## src/rcfd_pkg.sv

```systemverilog
// Shared constants and control types for the RC receiver frame decoder.
`default_nettype none
package rcfd_pkg;

	localparam int FRAME_LENGTH_DEF  = 32;
	localparam int CHANNEL_COUNT_DEF = 14;

	localparam logic [7:0]  HDR_FIRST   = 8'h20;
	localparam logic [7:0]  HDR_SECOND  = 8'h40;
	localparam logic [15:0] CSUM_INIT   = 16'hFFFF;
	localparam logic [15:0] TIMEOUT_RST = 16'd100;
	localparam logic [31:0] AGE_MAX     = 32'hFFFF_FFFF;

	localparam logic ACT_BYTE = 1'b0;
	localparam logic ACT_TICK = 1'b1;

	localparam logic KIND_STATUS  = 1'b0;
	localparam logic KIND_CHANNEL = 1'b1;

	// controller -> datapath
	typedef struct packed {
		logic accept;     // input beat taken this cycle
		logic rd_first;   // start channel run
		logic rd_next;    // channel beat taken, fetch next
		logic show_chan;  // output shows a channel value
	} rcfd_cmd_t;

	// datapath -> controller
	typedef struct packed {
		logic frame_good; // current byte completes a good frame
		logic last_chan;  // channel on show is the last of the run
	} rcfd_sts_t;

endpackage
`default_nettype wire

```

## src/rcfd_channels.sv

```systemverilog
// Valid/ready channel interfaces for input items and result items.
`default_nettype none
interface rcfd_in_if;
	logic       valid;
	logic       ready;
	logic       action;
	logic [7:0] rx_byte;

	modport source (output valid, action, rx_byte, input ready);
	modport sink   (input valid, action, rx_byte, output ready);
endinterface

interface rcfd_out_if;
	logic        valid;
	logic        ready;
	logic        kind;
	logic [3:0]  channel_index;
	logic [15:0] channel_value;
	logic        last_of_run;
	logic        checksum_error;
	logic        online;
	logic [31:0] frame_total;

	modport source (output valid, kind, channel_index, channel_value, last_of_run,
		checksum_error, online, frame_total, input ready);
	modport sink   (input valid, kind, channel_index, channel_value, last_of_run,
		checksum_error, online, frame_total, output ready);
endinterface
`default_nettype wire

```

## src/rc_receiver_frame_decoder_top.sv

```systemverilog
// Top level of the RC receiver frame decoder: controller, datapath and ports.
// Usage:
//   item   : input beats, action 0 = received serial byte in rx_byte,
//            action 1 = one millisecond tick.
//   result : result beats. Every input beat gives one status beat, except a
//            byte that completes a frame with a good checksum, which gives a
//            run of CHANNEL_COUNT channel beats, last_of_run on the final one.
//   cfg_we/cfg_wdata : write the link timeout in ms; write only while idle.
// Timing: a status beat is shown the cycle after its input beat is taken.
//   A good frame's run starts after the last byte with ST_READ, which fetches
//   the first byte pair from the frame store, then ST_EMIT shows one channel
//   per cycle while result.ready is high. The frame store has one read port,
//   which sets the one-channel-per-cycle pace. A new input beat is taken in
//   the same cycle its status beat leaves.
// Stall: while result.ready is low a shown beat holds and no input beat is
//   taken until it leaves.
// Reset: arst_n clears framing, link state and frame count; the link timeout
//   returns to 100 ms. The frame store is not cleared: every word a check or a
//   channel reads was written by the frame itself.
`default_nettype none
module rc_receiver_frame_decoder_top #(
	parameter int FRAME_LENGTH  = rcfd_pkg::FRAME_LENGTH_DEF,
	parameter int CHANNEL_COUNT = rcfd_pkg::CHANNEL_COUNT_DEF
) (
	input  wire logic        clk,
	input  wire logic        arst_n,
	rcfd_in_if.sink          item,
	rcfd_out_if.source       result,
	input  wire logic        cfg_we,
	input  wire logic [15:0] cfg_wdata
);
	import rcfd_pkg::*;

	rcfd_cmd_t cmd;
	rcfd_sts_t sts;

	// state machine: handshakes and run sequencing
	rcfd_ctrl u_ctrl (
		.clk       (clk),
		.arst_n    (arst_n),
		.in_valid  (item.valid),
		.in_ready  (item.ready),
		.in_action (item.action),
		.out_valid (result.valid),
		.out_ready (result.ready),
		.sts       (sts),
		.cmd       (cmd)
	);

	// datapath: framing, checksum, store and result payload
	rcfd_datapath #(
		.FRAME_LENGTH  (FRAME_LENGTH),
		.CHANNEL_COUNT (CHANNEL_COUNT)
	) u_dp (
		.clk            (clk),
		.arst_n         (arst_n),
		.cmd            (cmd),
		.sts            (sts),
		.action         (item.action),
		.rx_byte        (item.rx_byte),
		.cfg_we         (cfg_we),
		.cfg_wdata      (cfg_wdata),
		.kind           (result.kind),
		.channel_index  (result.channel_index),
		.channel_value  (result.channel_value),
		.last_of_run    (result.last_of_run),
		.checksum_error (result.checksum_error),
		.online         (result.online),
		.frame_total    (result.frame_total)
	);
endmodule
`default_nettype wire

```

## src/rcfd_ram.sv

```systemverilog
// Generic single-write, single-read RAM with registered read data.
`default_nettype none
module rcfd_ram #(
	parameter int WIDTH = 16,
	parameter int DEPTH = 16
) (
	input  wire logic                     clk,
	input  wire logic                     we,
	input  wire logic [$clog2(DEPTH)-1:0] waddr,
	input  wire logic [WIDTH-1:0]         wdata,
	input  wire logic                     re,
	input  wire logic [$clog2(DEPTH)-1:0] raddr,
	output logic      [WIDTH-1:0]         rdata
);
	logic [WIDTH-1:0] mem_q [DEPTH];

	always_ff @(posedge clk) begin
		if (we) begin
			mem_q[waddr] <= wdata;
		end
		if (re) begin
			rdata <= mem_q[raddr];
		end
	end
endmodule
`default_nettype wire

```

## src/rcfd_datapath.sv

```systemverilog
// Datapath: framing, running checksum, frame store, link supervision, result payload.
`default_nettype none
module rcfd_datapath #(
	parameter int FRAME_LENGTH  = rcfd_pkg::FRAME_LENGTH_DEF,
	parameter int CHANNEL_COUNT = rcfd_pkg::CHANNEL_COUNT_DEF
) (
	input  wire logic                clk,
	input  wire logic                arst_n,
	input  wire rcfd_pkg::rcfd_cmd_t cmd,
	output rcfd_pkg::rcfd_sts_t      sts,
	input  wire logic                action,
	input  wire logic [7:0]          rx_byte,
	input  wire logic                cfg_we,
	input  wire logic [15:0]         cfg_wdata,
	output logic                     kind,
	output logic [3:0]               channel_index,
	output logic [15:0]              channel_value,
	output logic                     last_of_run,
	output logic                     checksum_error,
	output logic                     online,
	output logic [31:0]              frame_total
);
	import rcfd_pkg::*;

	localparam int PW    = $clog2(FRAME_LENGTH);
	localparam int WORDS = (FRAME_LENGTH + 1) / 2;
	localparam int AW    = $clog2(WORDS);
	localparam int CW    = $clog2(CHANNEL_COUNT + 2);

	logic [PW-1:0] pos_q;
	logic [15:0]   sum_q;
	logic [7:0]    chk_lo_q;
	logic [7:0]    even_q;
	logic          valid_q;
	logic [31:0]   age_q;
	logic [31:0]   count_q;
	logic [15:0]   timeout_q;
	logic          cerr_q;
	logic [CW-1:0] chan_q;
	logic          zero_q;

	logic          is_byte, rej_first, rej_second, store, at_last, at_chk_lo;
	logic          good, bad;
	logic [15:0]   rx_sum;
	logic          ram_we;
	logic [AW-1:0] ram_waddr;
	logic [15:0]   ram_wdata;
	logic          ram_re;
	logic [CW-1:0] chan_nxt;
	logic [CW-1:0] word_nxt;
	logic          word_ok;
	logic [AW-1:0] ram_raddr;
	logic [15:0]   ram_rdata;

	assign is_byte    = (action == ACT_BYTE);
	assign rej_first  = (pos_q == '0) && (rx_byte != HDR_FIRST);
	assign rej_second = (pos_q == PW'(1)) && (rx_byte != HDR_SECOND);
	assign store      = is_byte && !rej_first && !rej_second;
	assign at_last    = (pos_q == PW'(FRAME_LENGTH - 1));
	assign at_chk_lo  = (pos_q == PW'(FRAME_LENGTH - 2));
	assign rx_sum     = {rx_byte, chk_lo_q};
	assign good       = store && at_last && (sum_q == rx_sum);
	assign bad        = store && at_last && (sum_q != rx_sum);

	// frame store holds byte pairs; an odd-length frame's last byte sits alone
	assign ram_we    = cmd.accept && store && (pos_q[0] || at_last);
	assign ram_waddr = AW'(pos_q >> 1);
	assign ram_wdata = pos_q[0] ? {rx_byte, even_q} : {8'h00, rx_byte};

	// channel i lives in word i+1; words past the frame read as zero
	assign chan_nxt  = cmd.rd_first ? '0 : CW'(chan_q + CW'(1));
	assign word_nxt  = CW'(chan_nxt + CW'(1));
	assign word_ok   = (32'(word_nxt) < 32'(WORDS));
	assign ram_re    = cmd.rd_first || cmd.rd_next;
	assign ram_raddr = word_ok ? AW'(word_nxt) : '0;

	rcfd_ram #(.WIDTH(16), .DEPTH(WORDS)) u_store (
		.clk   (clk),
		.we    (ram_we),
		.waddr (ram_waddr),
		.wdata (ram_wdata),
		.re    (ram_re),
		.raddr (ram_raddr),
		.rdata (ram_rdata)
	);

	always_ff @(posedge clk or negedge arst_n) begin
		if (!arst_n) begin
			pos_q     <= '0;
			valid_q   <= 1'b0;
			age_q     <= '0;
			count_q   <= '0;
			timeout_q <= TIMEOUT_RST;
			cerr_q    <= 1'b0;
			chan_q    <= '0;
			zero_q    <= 1'b0;
		end else begin
			if (cfg_we) begin
				timeout_q <= cfg_wdata;
			end
			if (cmd.accept) begin
				cerr_q <= bad;
				if (!is_byte) begin
					if (age_q != AGE_MAX) begin
						age_q <= age_q + 32'd1;
					end
				end else if (rej_second) begin
					pos_q <= '0;
				end else if (store) begin
					pos_q <= at_last ? '0 : PW'(pos_q + PW'(1));
					if (good) begin
						valid_q <= 1'b1;
						age_q   <= '0;
						count_q <= count_q + 32'd1;
					end
				end
			end
			if (ram_re) begin
				chan_q <= chan_nxt;
				zero_q <= !word_ok;
			end
		end
	end

	// payload-only registers
	always_ff @(posedge clk) begin
		if (cmd.accept && store) begin
			if (pos_q == '0) begin
				sum_q <= CSUM_INIT - {8'h00, rx_byte};
			end else if (32'(pos_q) < 32'(FRAME_LENGTH - 2)) begin
				sum_q <= sum_q - {8'h00, rx_byte};
			end
			if (at_chk_lo) begin
				chk_lo_q <= rx_byte;
			end
			if (!pos_q[0]) begin
				even_q <= rx_byte;
			end
		end
	end

	assign sts.frame_good = good;
	assign sts.last_chan  = (chan_q == CW'(CHANNEL_COUNT - 1));

	assign kind           = cmd.show_chan ? KIND_CHANNEL : KIND_STATUS;
	assign channel_index  = cmd.show_chan ? 4'(chan_q) : 4'd0;
	assign channel_value  = (cmd.show_chan && !zero_q) ? ram_rdata : 16'd0;
	assign last_of_run    = cmd.show_chan ? sts.last_chan : 1'b1;
	assign checksum_error = cmd.show_chan ? 1'b0 : cerr_q;
	assign online         = valid_q && (age_q < {16'd0, timeout_q});
	assign frame_total    = count_q;
endmodule
`default_nettype wire

```

## src/rcfd_ctrl.sv

```systemverilog
// Controller: sequences status beats and the channel run.
`default_nettype none
module rcfd_ctrl (
	input  wire logic                clk,
	input  wire logic                arst_n,
	input  wire logic                in_valid,
	output logic                     in_ready,
	input  wire logic                in_action,
	output logic                     out_valid,
	input  wire logic                out_ready,
	input  wire rcfd_pkg::rcfd_sts_t sts,
	output rcfd_pkg::rcfd_cmd_t      cmd
);
	import rcfd_pkg::*;

	typedef enum logic [3:0] {
		ST_IDLE   = 4'b0001,
		ST_STATUS = 4'b0010,
		ST_READ   = 4'b0100,
		ST_EMIT   = 4'b1000
	} state_t;

	state_t state_q, state_d;
	logic   in_fire;

	assign in_ready  = (state_q == ST_IDLE) || ((state_q == ST_STATUS) && out_ready);
	assign in_fire   = in_valid && in_ready;
	assign out_valid = (state_q == ST_STATUS) || (state_q == ST_EMIT);

	assign cmd.accept    = in_fire;
	assign cmd.rd_first  = (state_q == ST_READ);
	assign cmd.rd_next   = (state_q == ST_EMIT) && out_ready && !sts.last_chan;
	assign cmd.show_chan = (state_q == ST_EMIT);

	always_comb begin
		state_d = state_q;
		unique case (state_q)
			ST_IDLE, ST_STATUS: begin
				if (in_fire) begin
					state_d = (in_action == ACT_BYTE && sts.frame_good) ? ST_READ : ST_STATUS;
				end else if (state_q == ST_STATUS && out_ready) begin
					state_d = ST_IDLE;
				end
			end
			ST_READ: begin
				state_d = ST_EMIT;
			end
			ST_EMIT: begin
				if (out_ready && sts.last_chan) begin
					state_d = ST_IDLE;
				end
			end
			default: begin
				state_d = ST_IDLE;
			end
		endcase
	end

	always_ff @(posedge clk or negedge arst_n) begin
		if (!arst_n) begin
			state_q <= ST_IDLE;
		end else begin
			state_q <= state_d;
		end
	end

	a_no_accept_during_run: assert property (@(posedge clk) disable iff (!arst_n)
		!(cmd.accept && (cmd.rd_first || cmd.rd_next)))
		else $error("input beat taken during channel run");

	a_read_then_emit: assert property (@(posedge clk) disable iff (!arst_n)
		(state_q == ST_READ) |=> (state_q == ST_EMIT))
		else $error("channel fetch not followed by emit");

	a_run_ends_idle: assert property (@(posedge clk) disable iff (!arst_n)
		(state_q == ST_EMIT && out_ready && sts.last_chan) |=> (state_q == ST_IDLE))
		else $error("channel run did not end after last beat");

	a_good_starts_run: assert property (@(posedge clk) disable iff (!arst_n)
		(in_fire && in_action == ACT_BYTE && sts.frame_good) |=> (state_q == ST_READ))
		else $error("good frame did not start a channel run");
endmodule
`default_nettype wire
```

## src/flat_wrapper.sv

```systemverilog
// flat-port wrapper written by rule: the top's interface ports become plain ports
module rc_receiver_frame_decoder_top_flat import rcfd_pkg::*;
#(
	parameter int FRAME_LENGTH  = rcfd_pkg::FRAME_LENGTH_DEF,
	parameter int CHANNEL_COUNT = rcfd_pkg::CHANNEL_COUNT_DEF
)
  (clk, arst_n, cfg_we, cfg_wdata, item_valid, item_action, item_rx_byte, item_ready, result_valid, result_kind, result_channel_index, result_channel_value, result_last_of_run, result_checksum_error, result_online, result_frame_total, result_ready);
  rcfd_in_if item_i ();
  rcfd_out_if result_i ();
  input  wire logic clk;
  input  wire logic arst_n;
  input  wire logic cfg_we;
  input  wire logic [15:0] cfg_wdata;
  input wire logic [$bits(item_i.valid)-1:0] item_valid;
  input wire logic [$bits(item_i.action)-1:0] item_action;
  input wire logic [$bits(item_i.rx_byte)-1:0] item_rx_byte;
  output wire logic [$bits(item_i.ready)-1:0] item_ready;
  output wire logic [$bits(result_i.valid)-1:0] result_valid;
  output wire logic [$bits(result_i.kind)-1:0] result_kind;
  output wire logic [$bits(result_i.channel_index)-1:0] result_channel_index;
  output wire logic [$bits(result_i.channel_value)-1:0] result_channel_value;
  output wire logic [$bits(result_i.last_of_run)-1:0] result_last_of_run;
  output wire logic [$bits(result_i.checksum_error)-1:0] result_checksum_error;
  output wire logic [$bits(result_i.online)-1:0] result_online;
  output wire logic [$bits(result_i.frame_total)-1:0] result_frame_total;
  input wire logic [$bits(result_i.ready)-1:0] result_ready;
  assign item_i.valid = item_valid;
  assign item_i.action = item_action;
  assign item_i.rx_byte = item_rx_byte;
  assign item_ready = item_i.ready;
  assign result_valid = result_i.valid;
  assign result_kind = result_i.kind;
  assign result_channel_index = result_i.channel_index;
  assign result_channel_value = result_i.channel_value;
  assign result_last_of_run = result_i.last_of_run;
  assign result_checksum_error = result_i.checksum_error;
  assign result_online = result_i.online;
  assign result_frame_total = result_i.frame_total;
  assign result_i.ready = result_ready;
  rc_receiver_frame_decoder_top #(.FRAME_LENGTH(FRAME_LENGTH), .CHANNEL_COUNT(CHANNEL_COUNT)) u_core (.clk(clk), .arst_n(arst_n), .item(item_i), .result(result_i), .cfg_we(cfg_we), .cfg_wdata(cfg_wdata));
endmodule
```

## config.mk

```make
export PLATFORM = sky130hd
export DESIGN_NAME = rc_receiver_frame_decoder_top_flat
export DESIGN_NICKNAME = d
export VERILOG_FILES = /design/src/rcfd_pkg.sv /design/src/rcfd_channels.sv /design/src/rc_receiver_frame_decoder_top.sv /design/src/rcfd_ram.sv /design/src/rcfd_datapath.sv /design/src/rcfd_ctrl.sv /design/src/flat_wrapper.sv
export SDC_FILE = /design/constraint.sdc
export NUM_CORES = 1
export LEC_CHECK = 0
export BUFFER_PORTS_ARGS = -buffer_cell sky130_fd_sc_hd__clkbuf_2
export CORE_MARGIN = 10
export CORE_UTILIZATION = 60
export CTS_BUF_LIST = sky130_fd_sc_hd__clkbuf_8
export DETAILED_ROUTE_END_ITERATION = 6
export HOLD_SLACK_MARGIN = 0.03
export PLACE_DENSITY = 0.78
export SYNTH_ARGS = -nofsm -noshare
export SYNTH_HDL_FRONTEND = slang
export SYNTH_SLANG_ARGS = --single-unit
```

## constraint.sdc

```tcl
create_clock -name clk -period 6.9 [get_ports clk]
set_clock_uncertainty 0.05 [all_clocks]
set_input_delay 1.725 -clock clk [delete_from_list [all_inputs] [get_ports clk]]
set_output_delay 1.725 -clock clk [all_outputs]
set_load 0.01 [all_outputs]
```

### After elaboration in Yosys (flattened, before gate mapping)

Memories as Yosys holds them, arrays and structs flattened. A register that Yosys moved wholly into a read port is not among the register bits.
Cells that the tools add are included.

| storage, ports and cells | value |
|---|---|
| register bits | 127 |
| bits in writable memories | 256 |
| input port bits | 30 |
| output and inout bits | 58 |
| memories kept | 1 |

Memory list:

| memory | words | width | rd ports | clocked after memory_dff | write ports | RTL line | text |
|---|---|---|---|---|---|---|---|
| u_core.u_dp.u_store.mem_q | 16 | 16 | 1 | 1 | 1 | rcfd_ram.sv:15 | `logic [WIDTH-1:0] mem_q [DEPTH];` |

| operators by class | value |
|---|---|
| $add $sub $neg | 7 |
| order comparisons | 2 |
| equality and inequality tests | 17 |
| muxes and demuxes | 24 |
| bitwise logic cells | 3 |
| reductions and logical operators | 36 |

Operator list:

| cell | count |
|---|---|
| 2-to-1 mux 32 bit | 5 |
| adder 32 x 1 -> 32 bit, second input constant | 2 |
| 2-to-1 mux 16 bit | 4 |
| < comparator 32 x 16 -> 1 bit | 1 |
| inequality test 32 bit, second input constant | 1 |
| 2-to-1 mux 4 bit | 5 |
| == test 16 bit | 1 |
| logical AND 1 bit | 16 |
| inequality test 16 bit | 1 |
| subtractor 16 x 8 -> 16 bit | 1 |
| 2-to-1 mux 5 bit | 3 |
| case mux 4 bit (3 select lines) | 1 |
| == test 5 bit, second input constant | 2 |
| AND reduction 5 bit | 2 |
| subtractor 1 x 9 -> 10 bit, first input constant | 1 |
| adder 4 x 1 -> 4 bit, second input constant | 2 |
| == test 4 bit, second input constant | 2 |
| inequality test 8 x 6 -> 1 bit, second input constant | 1 |
| inequality test 8 x 7 -> 1 bit, second input constant | 1 |
| AND reduction 2 bit | 4 |
| nonzero test 2 bit | 4 |
| adder 5 x 1 -> 5 bit, second input constant | 1 |
| == test 5 x 1 -> 1 bit, second input constant | 1 |
| zero test 5 bit | 1 |
| other kinds (14) | 26 |

### Depth between registers and ports, before layout

Gate-level depths: netlist (run 1).

| depth | value |
|---|---|
| word-level depth | 11 |
| mapped depth | 12 |
| depth with buffers taken out | 10 |

### Hierarchy

From an unflattened synthesis (run 1), not the netlist that was laid out.

| unflattened totals | value |
|---|---|
| cell total of the unflattened synthesis | 1,241 |
| area total of the unflattened synthesis | 17,788.3 um2 |

Modules (own cells, without submodules):

| module | instances | cells each | area each (um2) | seq. area each (um2) |
|---|---|---|---|---|
| rcfd_ram | 1 | 432 | 10,202.3 | 8,167.8 |
| rcfd_datapath | 1 | 778 | 7,310.8 | 3,241.9 |
| rcfd_ctrl | 1 | 31 | 275.3 | 101.3 |

### Worst setup path after synthesis (run 1)

No wires, ideal clock.

| path | value |
|---|---|
| path type | input -> register |
| start | input port item_rx_byte[1] |
| end | memory u_core.u_dp.u_store.mem_q[8][0], enable pin |
| setup time | 0.409 ns |
| arrival time | 4.318 ns |
| data required time | 6.441 ns |
| setup slack | 2.123 ns |
| stages on the path | 6 |
| cells stage by stage | nor4_2 -> a41oi_2 -> o22ai_2 -> nand2_1 -> or4_1 -> nor3_1 |

| between the ends | value |
|---|---|
| word-level cells in the longest chain between the ends | 9 |

RTL lines:

| what | RTL line | text |
|---|---|---|
| from (decl) | flat_wrapper.sv:16 | `input wire logic [$bits(item_i.rx_byte)-1:0] item_rx_byte;` |
| inequality test 8 x 6 -> 1 bit | rcfd_datapath.sv:56 | `assign rej_first = (pos_q == '0) && (rx_byte != HDR_FIRST);` |
| logical AND 1 bit | rcfd_datapath.sv:56 |  |
| zero test 1 bit | rcfd_datapath.sv:58 | `assign store = is_byte && !rej_first && !rej_second;` |
| logical AND 1 bit | rcfd_datapath.sv:58 |  |
| logical AND 1 bit (*) | rcfd_datapath.sv:58 |  |
| logical AND 1 bit (*) (2 in a row) | rcfd_datapath.sv:66 | `assign ram_we = cmd.accept && store && (pos_q[0] \|\| at_last);` |
| 2-to-1 mux 1 bit (*) | rcfd_ram.sv:18 | `if (we) begin` |
| 2-to-1 mux 1 bit (implied by the code) (*) | rcfd_ram.sv:19 | `mem_q[waddr] <= wdata;` |
| to (decl) | rcfd_ram.sv:15 |  |

Mark *: on every way between the ends. The rest lies on a longest branch, timed or not.

### Worst setup path after layout (run 1)

| path | value |
|---|---|
| start | input port item_rx_byte[1] |
| end | memory u_core.u_dp.u_store.mem_q[11][2], enable pin |

Same word-level chain as after synthesis.

==> results of run 1 <==
## logic make-up after synthesis
logic type	Yosys count
DFF	399
adders and majority gates	34
and+or+nand+nor	343
muxes	87
xor gates and xnor gates	65
AOI/OAI and AO/OA	154
buffers and inverters	92
## stage by stage
stage          instances  cell area (um^2)  power (W)
2_1_floorplan       1174             17600    0.00502
3_3_place_gp        1617             18500    0.00570
3_5_place_dp        1617             18500    0.00575
4_1_cts             1734             19800    0.00776
5_1_grt             1734             19800    0.00808
6_report            1734             19800    0.00772
## synthesized netlist by cell type (all sizes together), types with 19 or more instances
cell type	n	area, um^2
nor2	69	264
inv	37	139
a21o	20	150
nand4	25	156
edfxtp	304	9130
o21ai	61	305
a22o	26	228
and2	26	163
a21oi	19	95.1
nand3	33	165
nor4	28	181
ha	33	413
nand2	79	297
buf	20	120
clkbuf	35	133
xnor2	53	464
dfrtp	91	2280
mux4	80	1800
## per-layer routing
layer | wire (um) | global-route usage | part of all wire
met1 | 16000 | 0.294 | 0.42
met4 | 836 | 0.0673 | 0.022
met3 | 3000 | 0.0457 | 0.078
met5 | 0 | 0 | 0
met2 | 18500 | 0.331 | 0.48
## worst register-to-register path, cell delays in order (launching register included)
cell     delay [ns]
dfrtp_1        0.78
inv_1          0.42
ha_1           0.33
and2_1         0.31
o22ai_2        0.34
nand2_1        0.20
or4_1          0.60
nor2_1         0.67
buf_4          0.32
## report_power, final
part,internal [W],switching [W],total [W]
clock network,0.00104,0.000970,0.00200
logic,0.00122,0.00137,0.00259
registers,0.00295,0.000170,0.00312
## final cells by class
cell class / count / area (um^2)
clock inverter: 47 / 309
tap: 384 / 480
fill: 1920 / 9060
inverter: 37 / 139
timing repair buffer: 114 / 641
sequential: 399 / 11500
clock buffer: 70 / 963
multi-input combinational: 683 / 5760
## flip-flops by register name, summed over array words and instances (netlist names)
| signal | count |
|---|---|
| u_core.u_dp.u_store.mem_q | 256 |
| u_core.u_dp.age_q | 32 |
| u_core.u_dp.frame_total | 32 |
| u_core.u_dp.sum_q | 16 |
| u_core.u_dp.timeout_q | 16 |
| u_core.u_dp.u_store.rdata | 16 |
| u_core.u_dp.chk_lo_q | 8 |
| u_core.u_dp.even_q | 8 |
| u_core.u_dp.pos_q | 5 |
| u_core.u_ctrl.state_q | 4 |
| u_core.u_dp.chan_q | 4 |
| u_core.u_dp.cerr_q | 1 |
| u_core.u_dp.valid_q | 1 |
## worst max-delay path by stage
stage	startpoint	endpoint	slack, ns	cells after the start
global placement	item_rx_byte[1]	u_core.u_dp.u_store.mem_q[11][1]	1.92	8
detailed placement	item_rx_byte[1]	u_core.u_dp.u_store.mem_q[11][3]	1.84	8
floorplan	item_rx_byte[1]	u_core.u_dp.u_store.mem_q[8][0]	2.12	6
CTS	item_rx_byte[1]	u_core.u_dp.u_store.mem_q[11][2]	2.43	8
global route	item_rx_byte[1]	u_core.u_dp.u_store.mem_q[11][2]	2.20	8
finish	item_rx_byte[1]	u_core.u_dp.u_store.mem_q[11][2]	2.35	8
==> flow_metrics.tcl, run 1 <==
set metrics [dict create \
    status "completed" \
    power.density_nw_per_um2 390 \
    critical_path_class "primary input to register" \
    vias 10600 \
    first_iter_violations 1016 \
    cts_resized 0 \
    ys.flop_type "edfxtp_1" \
    netlist_area_um2 17600 \
    yosys.area_share.simple 0.102 \
    min_period_ns 4.55 \
    slew_viol_final 0 \
    clock-sinks 399 \
    placementRows 62 \
    startpoint_type "primary input" \
    numCtsBuffers 66 \
    antenna_found_initial 0 \
    preCtsSetupSlack_ns 1.84 \
    grt_max_degree 63 \
    synthXorXnorAreaFrac 0.0324 \
    p_leak_nw 7.40 \
    worst_skew_pair.late_latency_ns 0.61 \
    setup_viol 0 \
    ys_warn_count 0 \
    path_buf_inv 2 \
    drcViolationCount 0 \
    crit_fanout 9 \
    finalWorstSetupSlack_ns 2.35 \
    grt_pass1_vias 10700 \
    irDropWorstVdd_mv 0.404 \
    nets 1365 \
    drive_gt1_frac 0.233 \
    start_util 0.610 \
    synthAdderAreaFrac 0.0246 \
    diodes 0 \
    cp_slowest_cell "nor2_1" \
    final_util 0.686 \
    hold_buffers 0 \
    netlist_instances 1174 \
    ios 88 \
    hp-class "register to register" \
    area_growth_pct 12.5 \
    worstPathCellList "clkbuf_2 > nor4_2 > a41oi_2 > o22ai_2 > nand2_1 > or4_1 > nor2_1 > buf_4" \
    avgSynthCellArea_um2 15.0 \
    cp.arrival_ns 4.77 \
    r2r_setup_slack_ns 2.57 \
    portBuffers 87 \
    synth_top_family_by_area "multiplexers" \
    place_congestion 0.873 \
    core_area_um2 28900 \
    hold_end "u_core.u_dp.valid_q" \
    synth_nets 1238 \
    dieArea_um2 36600 \
    dpl.hpwl_um 24300 \
    cts_tree "built" \
    hp-start "u_core.u_dp.valid_q" \
    clockBufferDepth 3 \
    synth_edf_count 304 \
    holdWs_ns 0.436 \
    fmax_mhz 220 \
    final-hold-violation-count 0 \
    wl_um 38300 \
    reg2reg_depth 8 \
    clockRootBuffer "clkbuf_8" \
    htreeDepth 3 \
    reg2reg_from "u_core.u_dp.pos_q[0]" \
    ys_types 63 \
    synth_seq_cells 399 \
    critPathCaptureType "register" \
    rsz0062_at_grt "false" \
    worstPathRequired_ns 7.12 \
    async_flop_share 0.238 \
    grt_overflow 0 \
    postRouteAntennaNets 0 \
    finalCritPeriodShare 0.659 \
    synth-seq-area-share 0.654 \
    clk_pin_slew_ns 0.06 \
    grt_use_total 0.212 \
    worstReg2RegEnd "u_core.u_dp.u_store.mem_q[11][2]" \
    max_slew_margin 0.205 \
    grt_pass1_wl_um 60500 \
    setup_tns_ns 0 \
    maxCapViolCount 0 \
    layout_common_cells "edfxtp_1 (304), dfrtp_1 (91), clkbuf_2 (86), mux4_2 (80), nand2_1 (79)" \
    slowest_delay_ns 0.67 \
    final_common_cell "edfxtp_1" \
    synth.area.mux_share 0.107 \
    hold_depth 1 \
    tightest_slew_ns 1.19 \
    synth-compound-area-share 0.0582 \
    die_h_um 191 \
    cpLargestDelayFamily "simple AND/OR/NAND/NOR gates" \
    drtPass1Iterations 5 \
    die_w_um 191 \
    post_cts_buffers 0 \
    routedWlPerCell_um 22.1 \
    vias_per_cell 6.10 \
]
Power figures use the tool's default switching activity.
==> run 2, diff against run 1 <==
==> constraint.sdc (replaced) <==
create_clock -name clk -period 4.6 [get_ports clk]
set_clock_uncertainty 0.05 [all_clocks]
set_input_delay 1.15 -clock clk [delete_from_list [all_inputs] [get_ports clk]]
set_output_delay 1.15 -clock clk [all_outputs]
set_load 0.01 [all_outputs]
==> run 2 against run 1 <==
Final cell count up 0.81%. Critical path type is now register to primary output. Combinational power up 61%. Power is 51% higher.
==> flow_metrics.tcl, run 2 (synthesis gave the netlist of run 1 again) <==
set metrics [dict create \
    status "completed" \
    cpMostUsedCell "a21o_1" \
    nets 1376 \
    startpoint_type "register" \
    hold_end "u_core.u_dp.frame_total[20]" \
    post_cts_buffers 0 \
    hp-start "u_core.u_dp.frame_total[20]" \
    hp-class "register to register" \
    p_leak_nw 7.43 \
    clockBufferDepth 3 \
    largest_register_ffs 256 \
    power.total_w 0.0116 \
    setup_viol 0 \
    clk_pin_slew_ns 0.06 \
    final_common_cell "edfxtp_1" \
    min_period_ns 3.78 \
    wl_um 39100 \
    numCtsBuffers 66 \
    grt_use_total 0.217 \
    portBuffers 87 \
    drcViolationCount 0 \
    reg2reg_from "u_core.u_dp.pos_q[1]" \
    finalCritPeriodShare 0.823 \
    clock-sinks 399 \
    core_area_um2 28900 \
    grt_overflow 0 \
    intPower_w 0.00770 \
    fillCellCount 1948 \
    vias_per_cell 6.10 \
    first_iter_violations 978 \
    htreeDepth 3 \
    slowest_delay_ns 0.42 \
    reg2reg_depth 11 \
    worstPathCellList "ha_1 > a21o_1 > a21o_1 > a211oi_1 > o21bai_1 > a211o_1 > a21oi_1 > clkbuf_2" \
    irDropWorstVdd_mv 0.679 \
    hold_depth 1 \
    vias 10700 \
    fmax_mhz 264 \
    drive_gt1_frac 0.235 \
    grt_max_degree 65 \
    clkPwrFrac 0.242 \
    p_seq_frac 0.400 \
    holdWs_ns 0.428 \
    top_register "u_core.u_dp.u_store.mem_q" \
    swShare 0.338 \
    die_h_um 191 \
    max_slew_margin 0.0718 \
    worstPathRequired_ns 3.40 \
    placementRows 62 \
    place_area_um2 18600 \
    grt_pass1_vias 10700 \
    layout_common_cells "edfxtp_1 (304), dfrtp_1 (91), clkbuf_2 (86), mux4_2 (80), nand2_1 (79)" \
    dpl.hpwl_um 25900 \
    stdcell_area_um2 19800 \
    worstReg2RegEnd "u_core.u_dp.age_q[29]" \
    setup_tns_ns 0 \
    combPwrFrac 0.357 \
    rsz0062_at_grt "false" \
    cts_resized 0 \
    dieArea_um2 36600 \
    worst_skew_pair.late_latency_ns 0.59 \
    startpoint "u_core.u_dp.age_q[1]" \
    power.density_nw_per_um2 586 \
    area_growth_pct 12.7 \
    critPathCaptureType "primary output" \
    cp.arrival_ns 2.58 \
    hold_buffers 0 \
    antenna_found_initial 0 \
    postRouteAntennaNets 0 \
    crit_fanout 5 \
    critical_path_class "register to primary output" \
    clockRootBuffer "clkbuf_8" \
    final-hold-violation-count 0 \
    drtPass1Iterations 5 \
    maxCapViolCount 0 \
    place_congestion 0.855 \
    ios 88 \
    routedWlPerCell_um 22.4 \
    slew_viol_final 0 \
    die_w_um 191 \
    diodes 0 \
    start_util 0.610 \
    grt_pass1_wl_um 61100 \
    tightest_slew_ns 1.39 \
    switchingPower_w 0.00393 \
    cts_tree "built" \
    cp_slowest_cell "dfrtp_1" \
    r2r_setup_slack_ns 1.07 \
]
[run 2: how the worst max path moves through the flow]
stage	end	slack [ns]	cells past startpoint
2_1_floorplan	u_core.u_dp.u_store.mem_q[8][0]	0.40	6
3_3_place_gp	u_core.u_dp.u_store.mem_q[9][1]	0.79	8
3_5_place_dp	u_core.u_dp.u_store.mem_q[9][1]	0.67	8
4_1_cts	result_online	0.77	8
5_1_grt	result_online	0.65	8
6_report	result_online	0.82	8
[run 2: critical path: cells and delay by family, from the launching register on]
kind	cells	cell delay, ns
adder cells (fa/ha/maj)	1	0.31
flip-flops	1	0.42
buffers and inverters	1	0.16
AO/OA/AOI/OAI	6	1.12
[run 2: layout make-up]
cell class,instances,area (um^2),share of cell area
multi-input cells,683,5760,0.290
clock inverters,51,244,0.0123
repair buffers,125,748,0.0377
flip-flops and latches,399,11500,0.581
inverters,37,139,0.00700
clock buffers,69,950,0.0479
well taps,384,480,0.0242
[run 2: power groups by stage]
| stage | registers (W) | clock network (W) | logic [W] |
|---|---|---|---|
| floorplan | 0.00462 | 0 | 0.00292 |
| global route | 0.00468 | 0.00304 | 0.00447 |
| CTS | 0.00465 | 0.00286 | 0.00418 |
| finish | 0.00466 | 0.00282 | 0.00416 |
| global placement | 0.00471 | 0 | 0.00406 |
| detailed placement | 0.00472 | 0 | 0.00416 |
[run 2: metrics by stage]
| stage | worst slack [ns] | util | cells |
|---|---|---|---|
| finish | 0.815 | 0.687 | 1748 |
| global route | 0.649 | 0.687 | 1748 |
| floorplan | 0.398 | - | 1174 |
| global placement | 0.786 | 0.646 | 1628 |
| CTS | 0.770 | 0.687 | 1748 |
| detailed placement | 0.665 | 0.646 | 1628 |
[run 2: layer usage]
metal	share of wire	global-route usage
met5	0	0
met4	0.025	0.0763
met3	0.080	0.0435
met2	0.49	0.340
met1	0.41	0.299
